[src/hw/rtl/fci_pkg.sv]
`timescale 1ns / 1ps

package fci_pkg;

    localparam int MAX_POINTS = 8;
    localparam int SEG_W      = $clog2(MAX_POINTS);
    localparam int CNT_W      = 4;
    localparam int CFG_IDX_W  = 3;
    localparam int CFG_DATA_W = 64;
    localparam int DIV_W      = 8;
    localparam int DIV_STEPS  = 4;

    localparam logic [CFG_IDX_W-1:0] CFG_POINT_COUNT    = 3'd0;
    localparam logic [CFG_IDX_W-1:0] CFG_POINTS_LOW     = 3'd1;
    localparam logic [CFG_IDX_W-1:0] CFG_POINTS_HIGH    = 3'd2;
    localparam logic [CFG_IDX_W-1:0] CFG_AMBIENT_ENABLE = 3'd3;
    localparam logic [CFG_IDX_W-1:0] CFG_AMBIENT_OFFSET = 3'd4;

    // Partial state of the slope divider: numerator bits still to shift in,
    // running remainder and quotient bits found so far.
    typedef struct packed {
        logic [DIV_W-1:0] num;
        logic [DIV_W-1:0] rem;
        logic [DIV_W-1:0] quo;
    } div_state_t;

endpackage

[src/hw/rtl/fci_div_step.sv]
`timescale 1ns / 1ps

module fci_div_step (
    input  fci_pkg::div_state_t          d_i,
    input  logic [fci_pkg::DIV_W-1:0]    divisor,
    output fci_pkg::div_state_t          d_o
);

    always_comb begin
        logic [fci_pkg::DIV_W:0]   part;
        logic [fci_pkg::DIV_W-1:0] num;
        logic [fci_pkg::DIV_W-1:0] rem;
        logic [fci_pkg::DIV_W-1:0] quo;
        num = d_i.num;
        rem = d_i.rem;
        quo = d_i.quo;
        for (int j = 0; j < fci_pkg::DIV_STEPS; j++) begin
            // shift in the next numerator bit, subtract when it fits
            part = {rem, num[fci_pkg::DIV_W-1]};
            num  = {num[fci_pkg::DIV_W-2:0], 1'b0};
            if (part >= {1'b0, divisor}) begin
                part = part - {1'b0, divisor};
                quo  = {quo[fci_pkg::DIV_W-2:0], 1'b1};
            end else begin
                quo  = {quo[fci_pkg::DIV_W-2:0], 1'b0};
            end
            rem = part[fci_pkg::DIV_W-1:0];
        end
        d_o.num = num;
        d_o.rem = rem;
        d_o.quo = quo;
    end

endmodule

[src/hw/rtl/fan_curve_interpolator.sv]
`timescale 1ns / 1ps

// Channel  Ports                                  Dir  Payload
// request  s_valid s_ready s_sample_temp          in   signed Q8.8 temperature
// result   m_valid m_ready m_duty m_saturated     out  signed Q8.8 duty, clip flag
// config   cfg_we cfg_index cfg_wdata             in   register writes, no wait
//
// Seven register stages: offset, segment search, slope setup, two divider
// stages of four quotient bits each, multiply, add and clip. One request per
// cycle while the output is free. Each stage holds only while the stage
// after it is full and held, so bubbles collapse under a stall and s_ready
// stays high while any stage is empty. Reset is synchronous and active low;
// it empties the pipeline and loads the register reset values.

module fan_curve_interpolator (
    input  logic                                aclk,
    input  logic                                aresetn,
    input  logic                                cfg_we,
    input  logic [fci_pkg::CFG_IDX_W-1:0]       cfg_index,
    input  logic [fci_pkg::CFG_DATA_W-1:0]      cfg_wdata,
    input  logic                                s_valid,
    output logic                                s_ready,
    input  logic signed [15:0]                  s_sample_temp,
    output logic                                m_valid,
    input  logic                                m_ready,
    output logic signed [15:0]                  m_duty,
    output logic                                m_saturated
);

    localparam int NST = 7;

    // configuration
    logic [fci_pkg::CNT_W-1:0]  point_count_reg;
    logic [63:0]                points_low_reg;
    logic [63:0]                points_high_reg;
    logic                       amb_en_reg;
    logic signed [15:0]         amb_off_reg;

    always_ff @(posedge aclk) begin
        if (!aresetn) begin
            point_count_reg <= fci_pkg::CNT_W'(fci_pkg::MAX_POINTS);
            points_low_reg  <= '0;
            points_high_reg <= '0;
            amb_en_reg      <= 1'b0;
            amb_off_reg     <= '0;
        end else if (cfg_we) begin
            case (cfg_index)
                fci_pkg::CFG_POINT_COUNT:    point_count_reg <= cfg_wdata[fci_pkg::CNT_W-1:0];
                fci_pkg::CFG_POINTS_LOW:     points_low_reg  <= cfg_wdata;
                fci_pkg::CFG_POINTS_HIGH:    points_high_reg <= cfg_wdata;
                fci_pkg::CFG_AMBIENT_ENABLE: amb_en_reg      <= cfg_wdata[0];
                fci_pkg::CFG_AMBIENT_OFFSET: amb_off_reg     <= $signed(cfg_wdata[15:0]);
                default: ;
            endcase
        end
    end

    logic signed [7:0] px [fci_pkg::MAX_POINTS];
    logic signed [7:0] py [fci_pkg::MAX_POINTS];

    for (genvar k = 0; k < fci_pkg::MAX_POINTS; k++) begin : g_pt
        logic [15:0] bits;
        assign bits  = (k < 4) ? points_low_reg[(k % 4) * 16 +: 16]
                               : points_high_reg[(k % 4) * 16 +: 16];
        assign px[k] = $signed(bits[7:0]);
        assign py[k] = $signed(bits[15:8]);
    end

    logic [fci_pkg::CNT_W-1:0] cnt_eff;
    logic [fci_pkg::SEG_W-1:0] last_idx;

    always_comb begin
        if (point_count_reg == '0) begin
            cnt_eff = fci_pkg::CNT_W'(1);
        end else if (point_count_reg > fci_pkg::CNT_W'(fci_pkg::MAX_POINTS)) begin
            cnt_eff = fci_pkg::CNT_W'(fci_pkg::MAX_POINTS);
        end else begin
            cnt_eff = point_count_reg;
        end
        last_idx = fci_pkg::SEG_W'(cnt_eff - fci_pkg::CNT_W'(1));
    end

    // handshake: a stage loads when it is empty or the next stage loads
    logic [NST-1:0] v_reg;
    logic [NST-1:0] adv;

    always_comb begin
        adv[NST-1] = !v_reg[NST-1] || m_ready;
        for (int k = NST - 2; k >= 0; k--) begin
            adv[k] = !v_reg[k] || adv[k+1];
        end
    end

    assign s_ready = adv[0];
    assign m_valid = v_reg[NST-1];

    always_ff @(posedge aclk) begin
        if (!aresetn) begin
            v_reg <= '0;
        end else begin
            for (int k = 0; k < NST; k++) begin
                if (adv[k]) begin
                    v_reg[k] <= (k == 0) ? s_valid : v_reg[(k == 0) ? 0 : k - 1];
                end
            end
        end
    end

    // stage 1: ambient offset
    logic signed [15:0] t1_reg, t1_next;
    logic               sat1_reg, sat1_next;

    always_comb begin
        logic signed [16:0] diff;
        diff      = $signed({s_sample_temp[15], s_sample_temp})
                  - $signed({amb_off_reg[15], amb_off_reg});
        t1_next   = s_sample_temp;
        sat1_next = 1'b0;
        if (amb_en_reg) begin
            if (diff > 17'sd32767) begin
                t1_next   = 16'sh7FFF;
                sat1_next = 1'b1;
            end else if (diff < -17'sd32768) begin
                t1_next   = -16'sh8000;
                sat1_next = 1'b1;
            end else begin
                t1_next   = diff[15:0];
            end
        end
    end

    always_ff @(posedge aclk) begin
        if (adv[0]) begin
            t1_reg   <= t1_next;
            sat1_reg <= sat1_next;
        end
    end

    // stage 2: segment search
    logic signed [15:0]        t2_reg;
    logic                      sat2_reg;
    logic [fci_pkg::SEG_W-1:0] seg2_reg, seg2_next;
    logic                      interp2_reg, interp2_next;
    logic signed [7:0]         by2_reg, by2_next;

    always_comb begin
        logic [fci_pkg::MAX_POINTS-1:0] ge;
        logic [fci_pkg::MAX_POINTS-1:0] lt;
        logic                           found;
        for (int k = 0; k < fci_pkg::MAX_POINTS; k++) begin
            ge[k] = t1_reg >= $signed({px[k], 8'h00});
            lt[k] = t1_reg <  $signed({px[k], 8'h00});
        end
        found     = 1'b0;
        seg2_next = '0;
        for (int i = 0; i < fci_pkg::MAX_POINTS - 1; i++) begin
            if (!found && ge[i] && lt[i+1] && (fci_pkg::CNT_W'(i + 1) < cnt_eff)) begin
                found     = 1'b1;
                seg2_next = fci_pkg::SEG_W'(i);
            end
        end
        if (t1_reg <= $signed({px[0], 8'h00})) begin
            interp2_next = 1'b0;
            by2_next     = py[0];
        end else if (found) begin
            interp2_next = 1'b1;
            by2_next     = py[seg2_next];
        end else begin
            interp2_next = 1'b0;
            by2_next     = py[last_idx];
        end
    end

    always_ff @(posedge aclk) begin
        if (adv[1]) begin
            t2_reg      <= t1_reg;
            sat2_reg    <= sat1_reg;
            seg2_reg    <= seg2_next;
            interp2_reg <= interp2_next;
            by2_reg     <= by2_next;
        end
    end

    // stage 3: slope operands and distance into the segment
    fci_pkg::div_state_t        div3_reg, div3_next;
    logic [fci_pkg::DIV_W-1:0]  dx3_reg, dx3_next;
    logic                       neg3_reg, neg3_next;
    logic [15:0]                dt3_reg, dt3_next;
    logic                       interp3_reg;
    logic signed [7:0]          by3_reg;
    logic                       sat3_reg;

    always_comb begin
        logic [fci_pkg::SEG_W-1:0] nxt;
        logic signed [8:0]         dx;
        logic signed [8:0]         dy;
        logic signed [8:0]         ady;
        logic signed [16:0]        dt;
        nxt       = seg2_reg + fci_pkg::SEG_W'(1);
        dx        = $signed({px[nxt][7], px[nxt]}) - $signed({px[seg2_reg][7], px[seg2_reg]});
        dy        = $signed({py[nxt][7], py[nxt]}) - $signed({py[seg2_reg][7], py[seg2_reg]});
        ady       = (dy < 0) ? -dy : dy;
        dt        = $signed({t2_reg[15], t2_reg})
                  - $signed({px[seg2_reg][7], px[seg2_reg], 8'h00});
        neg3_next = dy < 0;
        dx3_next  = dx[fci_pkg::DIV_W-1:0];
        dt3_next  = dt[15:0];
        div3_next.num = ady[fci_pkg::DIV_W-1:0];
        div3_next.rem = '0;
        div3_next.quo = '0;
    end

    always_ff @(posedge aclk) begin
        if (adv[2]) begin
            div3_reg    <= div3_next;
            dx3_reg     <= dx3_next;
            neg3_reg    <= neg3_next;
            dt3_reg     <= dt3_next;
            interp3_reg <= interp2_reg;
            by3_reg     <= by2_reg;
            sat3_reg    <= sat2_reg;
        end
    end

    // stages 4 and 5: slope magnitude, four quotient bits per stage
    fci_pkg::div_state_t        div4_reg, div4_next;
    logic [fci_pkg::DIV_W-1:0]  dx4_reg;
    logic                       neg4_reg;
    logic [15:0]                dt4_reg;
    logic                       interp4_reg;
    logic signed [7:0]          by4_reg;
    logic                       sat4_reg;

    fci_div_step u_div_hi (
        .d_i     (div3_reg),
        .divisor (dx3_reg),
        .d_o     (div4_next)
    );

    always_ff @(posedge aclk) begin
        if (adv[3]) begin
            div4_reg    <= div4_next;
            dx4_reg     <= dx3_reg;
            neg4_reg    <= neg3_reg;
            dt4_reg     <= dt3_reg;
            interp4_reg <= interp3_reg;
            by4_reg     <= by3_reg;
            sat4_reg    <= sat3_reg;
        end
    end

    fci_pkg::div_state_t        div5_next;
    logic [fci_pkg::DIV_W-1:0]  quo5_reg;
    logic                       neg5_reg;
    logic [15:0]                dt5_reg;
    logic                       interp5_reg;
    logic signed [7:0]          by5_reg;
    logic                       sat5_reg;

    fci_div_step u_div_lo (
        .d_i     (div4_reg),
        .divisor (dx4_reg),
        .d_o     (div5_next)
    );

    always_ff @(posedge aclk) begin
        if (adv[4]) begin
            quo5_reg    <= div5_next.quo;
            neg5_reg    <= neg4_reg;
            dt5_reg     <= dt4_reg;
            interp5_reg <= interp4_reg;
            by5_reg     <= by4_reg;
            sat5_reg    <= sat4_reg;
        end
    end

    // stage 6: multiply slope magnitude by distance
    logic [23:0]        prod6_reg, prod6_next;
    logic               neg6_reg;
    logic signed [7:0]  by6_reg;
    logic               sat6_reg;

    assign prod6_next = interp5_reg ? (24'(quo5_reg) * 24'(dt5_reg)) : 24'd0;

    always_ff @(posedge aclk) begin
        if (adv[5]) begin
            prod6_reg <= prod6_next;
            neg6_reg  <= neg5_reg;
            by6_reg   <= by5_reg;
            sat6_reg  <= sat5_reg;
        end
    end

    // stage 7: add base, clip, drive the output
    logic signed [15:0] duty_reg, duty_next;
    logic               osat_reg, osat_next;

    always_comb begin
        logic signed [25:0] term;
        logic signed [25:0] sum;
        term = $signed({2'b00, prod6_reg});
        sum  = $signed({{10{by6_reg[7]}}, by6_reg, 8'h00}) + (neg6_reg ? -term : term);
        osat_next = sat6_reg;
        if (sum > 26'sd32767) begin
            duty_next = 16'sh7FFF;
            osat_next = 1'b1;
        end else if (sum < -26'sd32768) begin
            duty_next = -16'sh8000;
            osat_next = 1'b1;
        end else begin
            duty_next = sum[15:0];
        end
    end

    always_ff @(posedge aclk) begin
        if (adv[6]) begin
            duty_reg <= duty_next;
            osat_reg <= osat_next;
        end
    end

    assign m_duty      = duty_reg;
    assign m_saturated = osat_reg;

endmodule

[config.mk]
export PLATFORM = sky130hd
export DESIGN_NAME = fan_curve_interpolator
export DESIGN_NICKNAME = d
export VERILOG_FILES = /design/src/hw/rtl/fci_pkg.sv /design/src/hw/rtl/fci_div_step.sv /design/src/hw/rtl/fan_curve_interpolator.sv
export SDC_FILE = /design/constraint.sdc
export NUM_CORES = 1
export LEC_CHECK = 0
export ABC_AREA = 0
export BUFFER_PORTS_ARGS = -buffer_cell sky130_fd_sc_hd__buf_4
export CORE_ASPECT_RATIO = 2
export CORE_UTILIZATION = 50
export CTS_BUF_LIST = sky130_fd_sc_hd__clkbuf_2
export DETAILED_ROUTE_END_ITERATION = 6
export PLACE_DENSITY = 0.67
export REMOVE_ABC_BUFFERS = 1
export SETUP_SLACK_MARGIN = 0.5
export SLEW_MARGIN = 0
export SYNTH_ARGS = -nofsm -noshare
export SYNTH_HDL_FRONTEND = slang
export SYNTH_HIERARCHICAL = 1
export SYNTH_SLANG_ARGS = --single-unit
export TNS_END_PERCENT = 100
[constraint.sdc]
create_clock -name aclk -period 22.3 [get_ports aclk]
set_input_delay 3.345 -clock aclk [delete_from_list [all_inputs] [get_ports aclk]]
set_output_delay 3.345 -clock aclk [all_outputs]
set_load 0.05 [all_outputs]
-- Word level (Yosys, flattened, before mapping)
Index checks and enable logic that the tools add are counted.
- output and inout bits: 19
- flip-flop bits (word level): 382
- bits of input ports: 88
- logic and storage cells: 219
- mux-type cells: 59
- reductions and logical operators: 48
- bitwise logic cells: 4
- $mul: 1
- $lt $le $gt $ge: 40
- add/subtract/negate cells: 16
- equal/unequal tests: 4
- operator list (cell ; number):
    two-way mux 8 bit ; 22
    binary-select mux 8 bit (select 3 bit) ; 6
    >= comparator 16 bit ; 7
    < comparator 16 bit ; 7
    two-way mux 16 bit ; 4
    >= comparator 9 x 8 -> 1 bit ; 7
    subtractor 8 bit ; 7
    adder 16 x 26 -> 26 bit ; 1
    greater-than comparator 26 x 16 -> 1 bit, second input constant ; 1
    < comparator 26 x 16 -> 1 bit, second input constant ; 1
    two-way mux 26 bit ; 1
    negator 24 -> 26 bit ; 1
    multiplier 8 x 16 -> 24 bit ; 1
    logical AND 1 bit ; 20
    two-way mux 1 bit ; 19
    greater-than comparator 17 x 16 -> 1 bit, second input constant ; 1
    < comparator 17 x 16 -> 1 bit, second input constant ; 1
    subtractor 16 x 16 -> 17 bit ; 1
    >= comparator 4 bit, second input constant ; 4
    <= comparator 16 bit ; 1
    < comparator 3 x 4 -> 1 bit, first input constant ; 4
    inverter 3 -> 4 bit ; 4
    subtractor 16 bit ; 1
    two-way mux 3 bit ; 5
    other kinds (20) ; 45

-- Longest topological paths before layout
Gate-level depths: netlist of the first run.
- depth after elaboration: 42
- gate-level depth with buffers: 41
- gate-level depth less buffers: 36

-- Modules after synthesis
Netlist of the first run, hierarchy kept.
- modules (own cells, without submodules) (module ; times used ; cells an instance ; area each (um^2)):
    fan_curve_interpolator ; 1 ; 2435 ; 25494.5
    fci_div_step (u_div_lo) ; 1 ; 261 ; 2024.4
    fci_div_step (u_div_hi) ; 1 ; 259 ; 1938.1

-- Worst setup path after synthesis of the first run
No wires, ideal clock.
- path type: input to output
- start: input m_ready
- end: output s_ready
- stages on the path: 5
- path slack: 14.214 ns
- data arrival time: 4.741 ns
- path through: nor2b_1 -> and3_1 -> and2_1 -> and3_1 -> nand2_1
- longest elaborated chain between the ends: 7
- ends and longest elaborated chain (what ; RTL line ; RTL):
    start: declaration ; fan_curve_interpolator.sv:25 ; input logic m_ready,
    logical OR 1 bit ; fan_curve_interpolator.sv:88 ; adv[NST-1] = !v_reg[NST-1] || m_ready;
    logical OR 1 bit (6 in series) ; fan_curve_interpolator.sv:90 ; adv[k] = !v_reg[k] || adv[k+1];
    end: declaration ; fan_curve_interpolator.sv:22 ; output logic s_ready,
No other way between the ends.

==> results.yml, run 1 <==
place:
  hpwl_um: 59600
  placed_cell_area_mm2: 0.0303
  preCtsSetupSlack_ns: 12.85
  place_congestion: 1.00
  io_buffer_count: 106
sta:
  finalSetupViolCount: 0
  setup_tns_ns: 0
  fin_crit_sh_pct: 42.3
  worstMarginPinSlew_ns: 1.13
  max_freq_ghz: 0.106
  grt_setup_unrepaired: "false"
  setup_ws_ns: 12.87
  period_needed_ns: 9.43
  timing.hold.ws_ns: 0.379
  fin_skew_ns: 0.125
  drv_slew: 0
  hold_viol_final: 0
  slew_headroom_pct: 24.3
layout:
  nets: 3432
  synthToLayoutAreaGrowth_pct: 8.24
  fillCellCount: 5217
  regArea_mm2: 0.00991
  fin_area_mm2: 0.0312
  multiInputGateArea_mm2: 0.0175
  drive_above_1_share_pct: 15.1
drt:
  wl_per_cell_um: 20.0
  ant_nets: 0
  drc_errors: 0
  first_pass_iters: 7
  via_count: 22108
  drt_wl_total_um: 77000
  dr.first_iter.drc_count: 1073
  viasPerCell: 5.75
floorplan:
  rows: 124
  die_x_um: 172
  dieArea_mm2: 0.0587
  io_pins: 107
  die_y_um: 342
  start_util_pct: 50.5
  core-area_mm2: 0.0571
logic_synthesis:
  postSynthCellCount: 2895
  syn_avg_cell_area_um2: 9.96
  synth_warnings: 6
  synthesis.area_mm2: 0.0288
worst_hold_path:
  hold_class: "reg2reg"
outcome:
  status: "complete, no violations"
clock_tree:
  root_buffer: "clkbuf_2"
  clkTransAtPathRegs_ns: 0.14
  clock_sinks: 382
  ctsHoldBuffers: 0
  cts_resized: 0
  cts_buffer_depth: 3
  cts_tree: "built"
  cts_buffers: 87
  insertion_delay_ns: 1.16
  cts_setup_buffers: 0
  htree_levels: 3
setup_path:
  crit_top_cell: "a21oi_1"
  setup.worst_path.start_class: "flip-flop"
  cp_max_fo: 18
  slowest_stage: "edfxtp_1"
  crit_type: "reg2reg"
  cp-end-kind: "flip-flop"
  cp.required_ns: 23.09
  max_stage_delay_ns: 0.50
  crit_arrival_ns: 10.22
global_routing:
  grt_max_degree: 109
  grtUsageTotal_pct: 27.0
  grt_pass1_vias: 23262
  grt_pass1_wl_um: 121000
  grt-ovfl-total: 0
  antenna_found_initial: 1
run:
  timing.max_cap.violations: 0
-- path summary, 6_finish.rpt --
kind                    start           end  slack (ns)  cells past startpoint
setup / recovery   dx3_reg[0]  div4_reg[11]       12.87                     33
hold / removal    dt4_reg[14]   dt5_reg[14]        0.38                      0
setup reg to reg   dx3_reg[0]  div4_reg[11]       12.87                     33
hold reg to reg   dt4_reg[14]   dt5_reg[14]        0.38                      0
-- layout make-up --
class | instances | share of cell area (%)
Multi-Input combinational cell | 2144 | 55.9
Clock inverter | 41 | 0.958
Inverter | 271 | 3.32
Clock buffer | 117 | 1.88
Antenna cell | 3 | 0.0241
Sequential cell | 382 | 31.7
Tap cell | 756 | 3.03
Timing Repair Buffer | 130 | 3.13
-- routing by layer --
layer / part of all wire, % / global-route usage (%)
met5: 0 / 0
met4: 6.5 / 17.3
met3: 3.7 / 3.57
met2: 57 / 53.8
met1: 33 / 24.6
-- layout by cell type, fill, tap and decap left out, types with 37 or more instances in the layout --
cell and n:
nor3_1 37, a21boi_0 147, nor2b_1 48, nand3_1 41, fa_1 96, ha_1 231, nand2_1 437, xnor2_1 73
inv_1 265, a21oi_1 80, clkbuf_2 117, dfxtp_1 156, nor2_1 119, buf_4 130, mux2i_1 62, mux2_2 52
a21o_1 48, mux4_2 80, and2_1 80, edfxtp_1 226, o21ai_0 72
-- critical path: cells and delay by family, from the launching register on --
kind / cells / cell delay [ns]
mux: 1 / 0.40
fa+ha+maj: 4 / 1.27
buf+inv: 3 / 0.45
simple gates: 5 / 1.23
compound gates: 20 / 5.23
flops: 1 / 0.50
-- stage by stage --
| step | utilization [%] | cells |
|---|---|---|
| 6_report | 54.7 | 3844 |
| 5_1_grt | 54.7 | 3842 |
| 4_1_cts | 54.7 | 3841 |
| 3_5_place_dp | 53.1 | 3683 |
| 3_3_place_gp | 53.1 | 3683 |
| 2_1_floorplan | - | 2797 |
Power of run 1 is not shown: default switching activity piles up to over one toggle a cycle in this logic, so the estimate is an artifact.
==> run 2: changes to the inputs <==
clock period = 8.7 ns   (was 22.3 ns; I/O delays follow)
==> results.yml, run 2 (same netlist as run 1, synthesis figures left out) <==
clock_tree:
  clkTransAtPathRegs_ns: 0.13
  htree_levels: 3
  cts_buffer_depth: 3
  clock_sinks: 382
  insertion_delay_ns: 1.10
  cts_tree: "built"
  root_buffer: "clkbuf_2"
  cts_buffers: 88
layout:
  final_common_cell: "nand2_1"
  synthToLayoutAreaGrowth_pct: 9.21
  stdcell_count: 3873
  nets: 3456
  drive_above_1_share_pct: 16.3
  final_cell_mix: "nand2_1 (437), inv_1 (260), ha_1 (231)"
place:
  place_congestion: 0.984
  placed_cells: 3690
  io_buffer_count: 106
  hpwl_um: 60300
sta:
  worstMarginPinSlew_ns: 1.14
  slew_headroom_pct: 23.9
  fin_skew_ns: 0.139
  finalSetupViolCount: 0
  drv_slew: 0
  grt_setup_unrepaired: "false"
  hold_viol_final: 0
  max_freq_ghz: 0.128
  setup_tns_ns: 0
  period_needed_ns: 7.84
  fin_crit_sh_pct: 90.1
floorplan:
  die_x_um: 172
  io_pins: 107
  die_y_um: 342
  dieArea_mm2: 0.0587
  start_util_pct: 50.5
  core-area_mm2: 0.0571
  rows: 124
setup_path:
  crit_arrival_ns: 8.61
  crit_top_cell: "ha_1"
  cp_max_fo: 7
  cp-end-kind: "flip-flop"
  slowest_stage: "fa_1"
  cp-startpoint: "div4_reg[23]"
  max_stage_delay_ns: 0.42
  r2r-start: "div4_reg[23]"
  endpoint: "quo5_reg[0]"
  setup.worst_path.start_class: "flip-flop"
  reg2reg_setup_slack_ns: 0.86
  crit_type: "reg2reg"
  reg2reg_depth: 32
  reg2reg_to: "quo5_reg[0]"
  cp.required_ns: 9.47
global_routing:
  antenna_found_initial: 2
  grtUsageTotal_pct: 27.2
  grt_max_degree: 109
  grt-ovfl-total: 0
  grt_pass1_wl_um: 123000
  grt_pass1_vias: 23783
drt:
  viasPerCell: 5.78
  ant_nets: 0
  drc_errors: 0
  drt_wl_total_um: 77300
  first_pass_iters: 5
  via_count: 22384
  wl_per_cell_um: 20.0
  dr.first_iter.drc_count: 1198
worst_hold_path:
  hold_class: "reg2reg"
run:
  timing.max_cap.violations: 0
outcome:
  status: "complete, no violations"
## run 2: final cells by class
cell class,instances,area (um^2)
timing repair buffer,153,1150
tap,756,946
multi-input combinational,2144,17500
antenna,2,5.00
inverter,271,1030
sequential,382,9910
clock inverter,47,324
clock buffer,118,591
fill,5275,25600
## run 2: critical path: cells and delay by family (launching register included)
family / cells / cell delay (ns)
adders and majority gates: 5 / 1.38
muxes: 3 / 0.88
and+or+nand+nor: 3 / 0.62
buffers and inverters: 4 / 0.28
DFF: 1 / 0.40
AOI/OAI and AO/OA: 17 / 4.01
## run 2: stage by stage
stage / cell area (um^2) / utilization [%] / hold WS, ns / worst slack, ns
after floorplan: 28400 / - / 0.400 / 0.542
after global placement: 30400 / 53.2 / 0.402 / 0.316
after detailed placement: 30400 / 53.2 / 0.405 / 0.184
after CTS: 31300 / 54.8 / 0.326 / 0.547
after global routing: 31500 / 55.2 / 0.386 / 0.478
final: 31500 / 55.2 / 0.363 / 0.863
## run 2: timing repair
| action | in CTS | in global routing |
|---|---|---|
| endpoints found under the setup margin | 10 | 10 |
| buffers inserted | 0 | 16 |
| pin swaps | 0 | 2 |
| hold buffers | 0 | 0 |
| resized for setup | 6 | 22 |
## run 2: worst min-delay path by stage
stage | from | endpoint | slack [ns] | cells after the start
floorplan | by2_reg[0] | by3_reg[0] | 0.40 | 0
global placement | dt3_reg[14] | dt4_reg[14] | 0.40 | 0
detailed placement | by4_reg[0] | by5_reg[0] | 0.40 | 0
CTS | by2_reg[2] | by3_reg[2] | 0.33 | 0
global route | by2_reg[2] | by3_reg[2] | 0.39 | 0
finish | by2_reg[2] | by3_reg[2] | 0.36 | 0
## run 2: layer usage
layer / wire length, um / vias up / track usage [%]
met5: 0 / - / 0
met4: 4760 / 0 / 16.6
met3: 2960 / 254 / 3.67
met2: 43700 / 658 / 53.8
met1: 25900 / 10884 / 25.5
li1: - / 10588 / -
Power of run 2 is left out for the same reason.
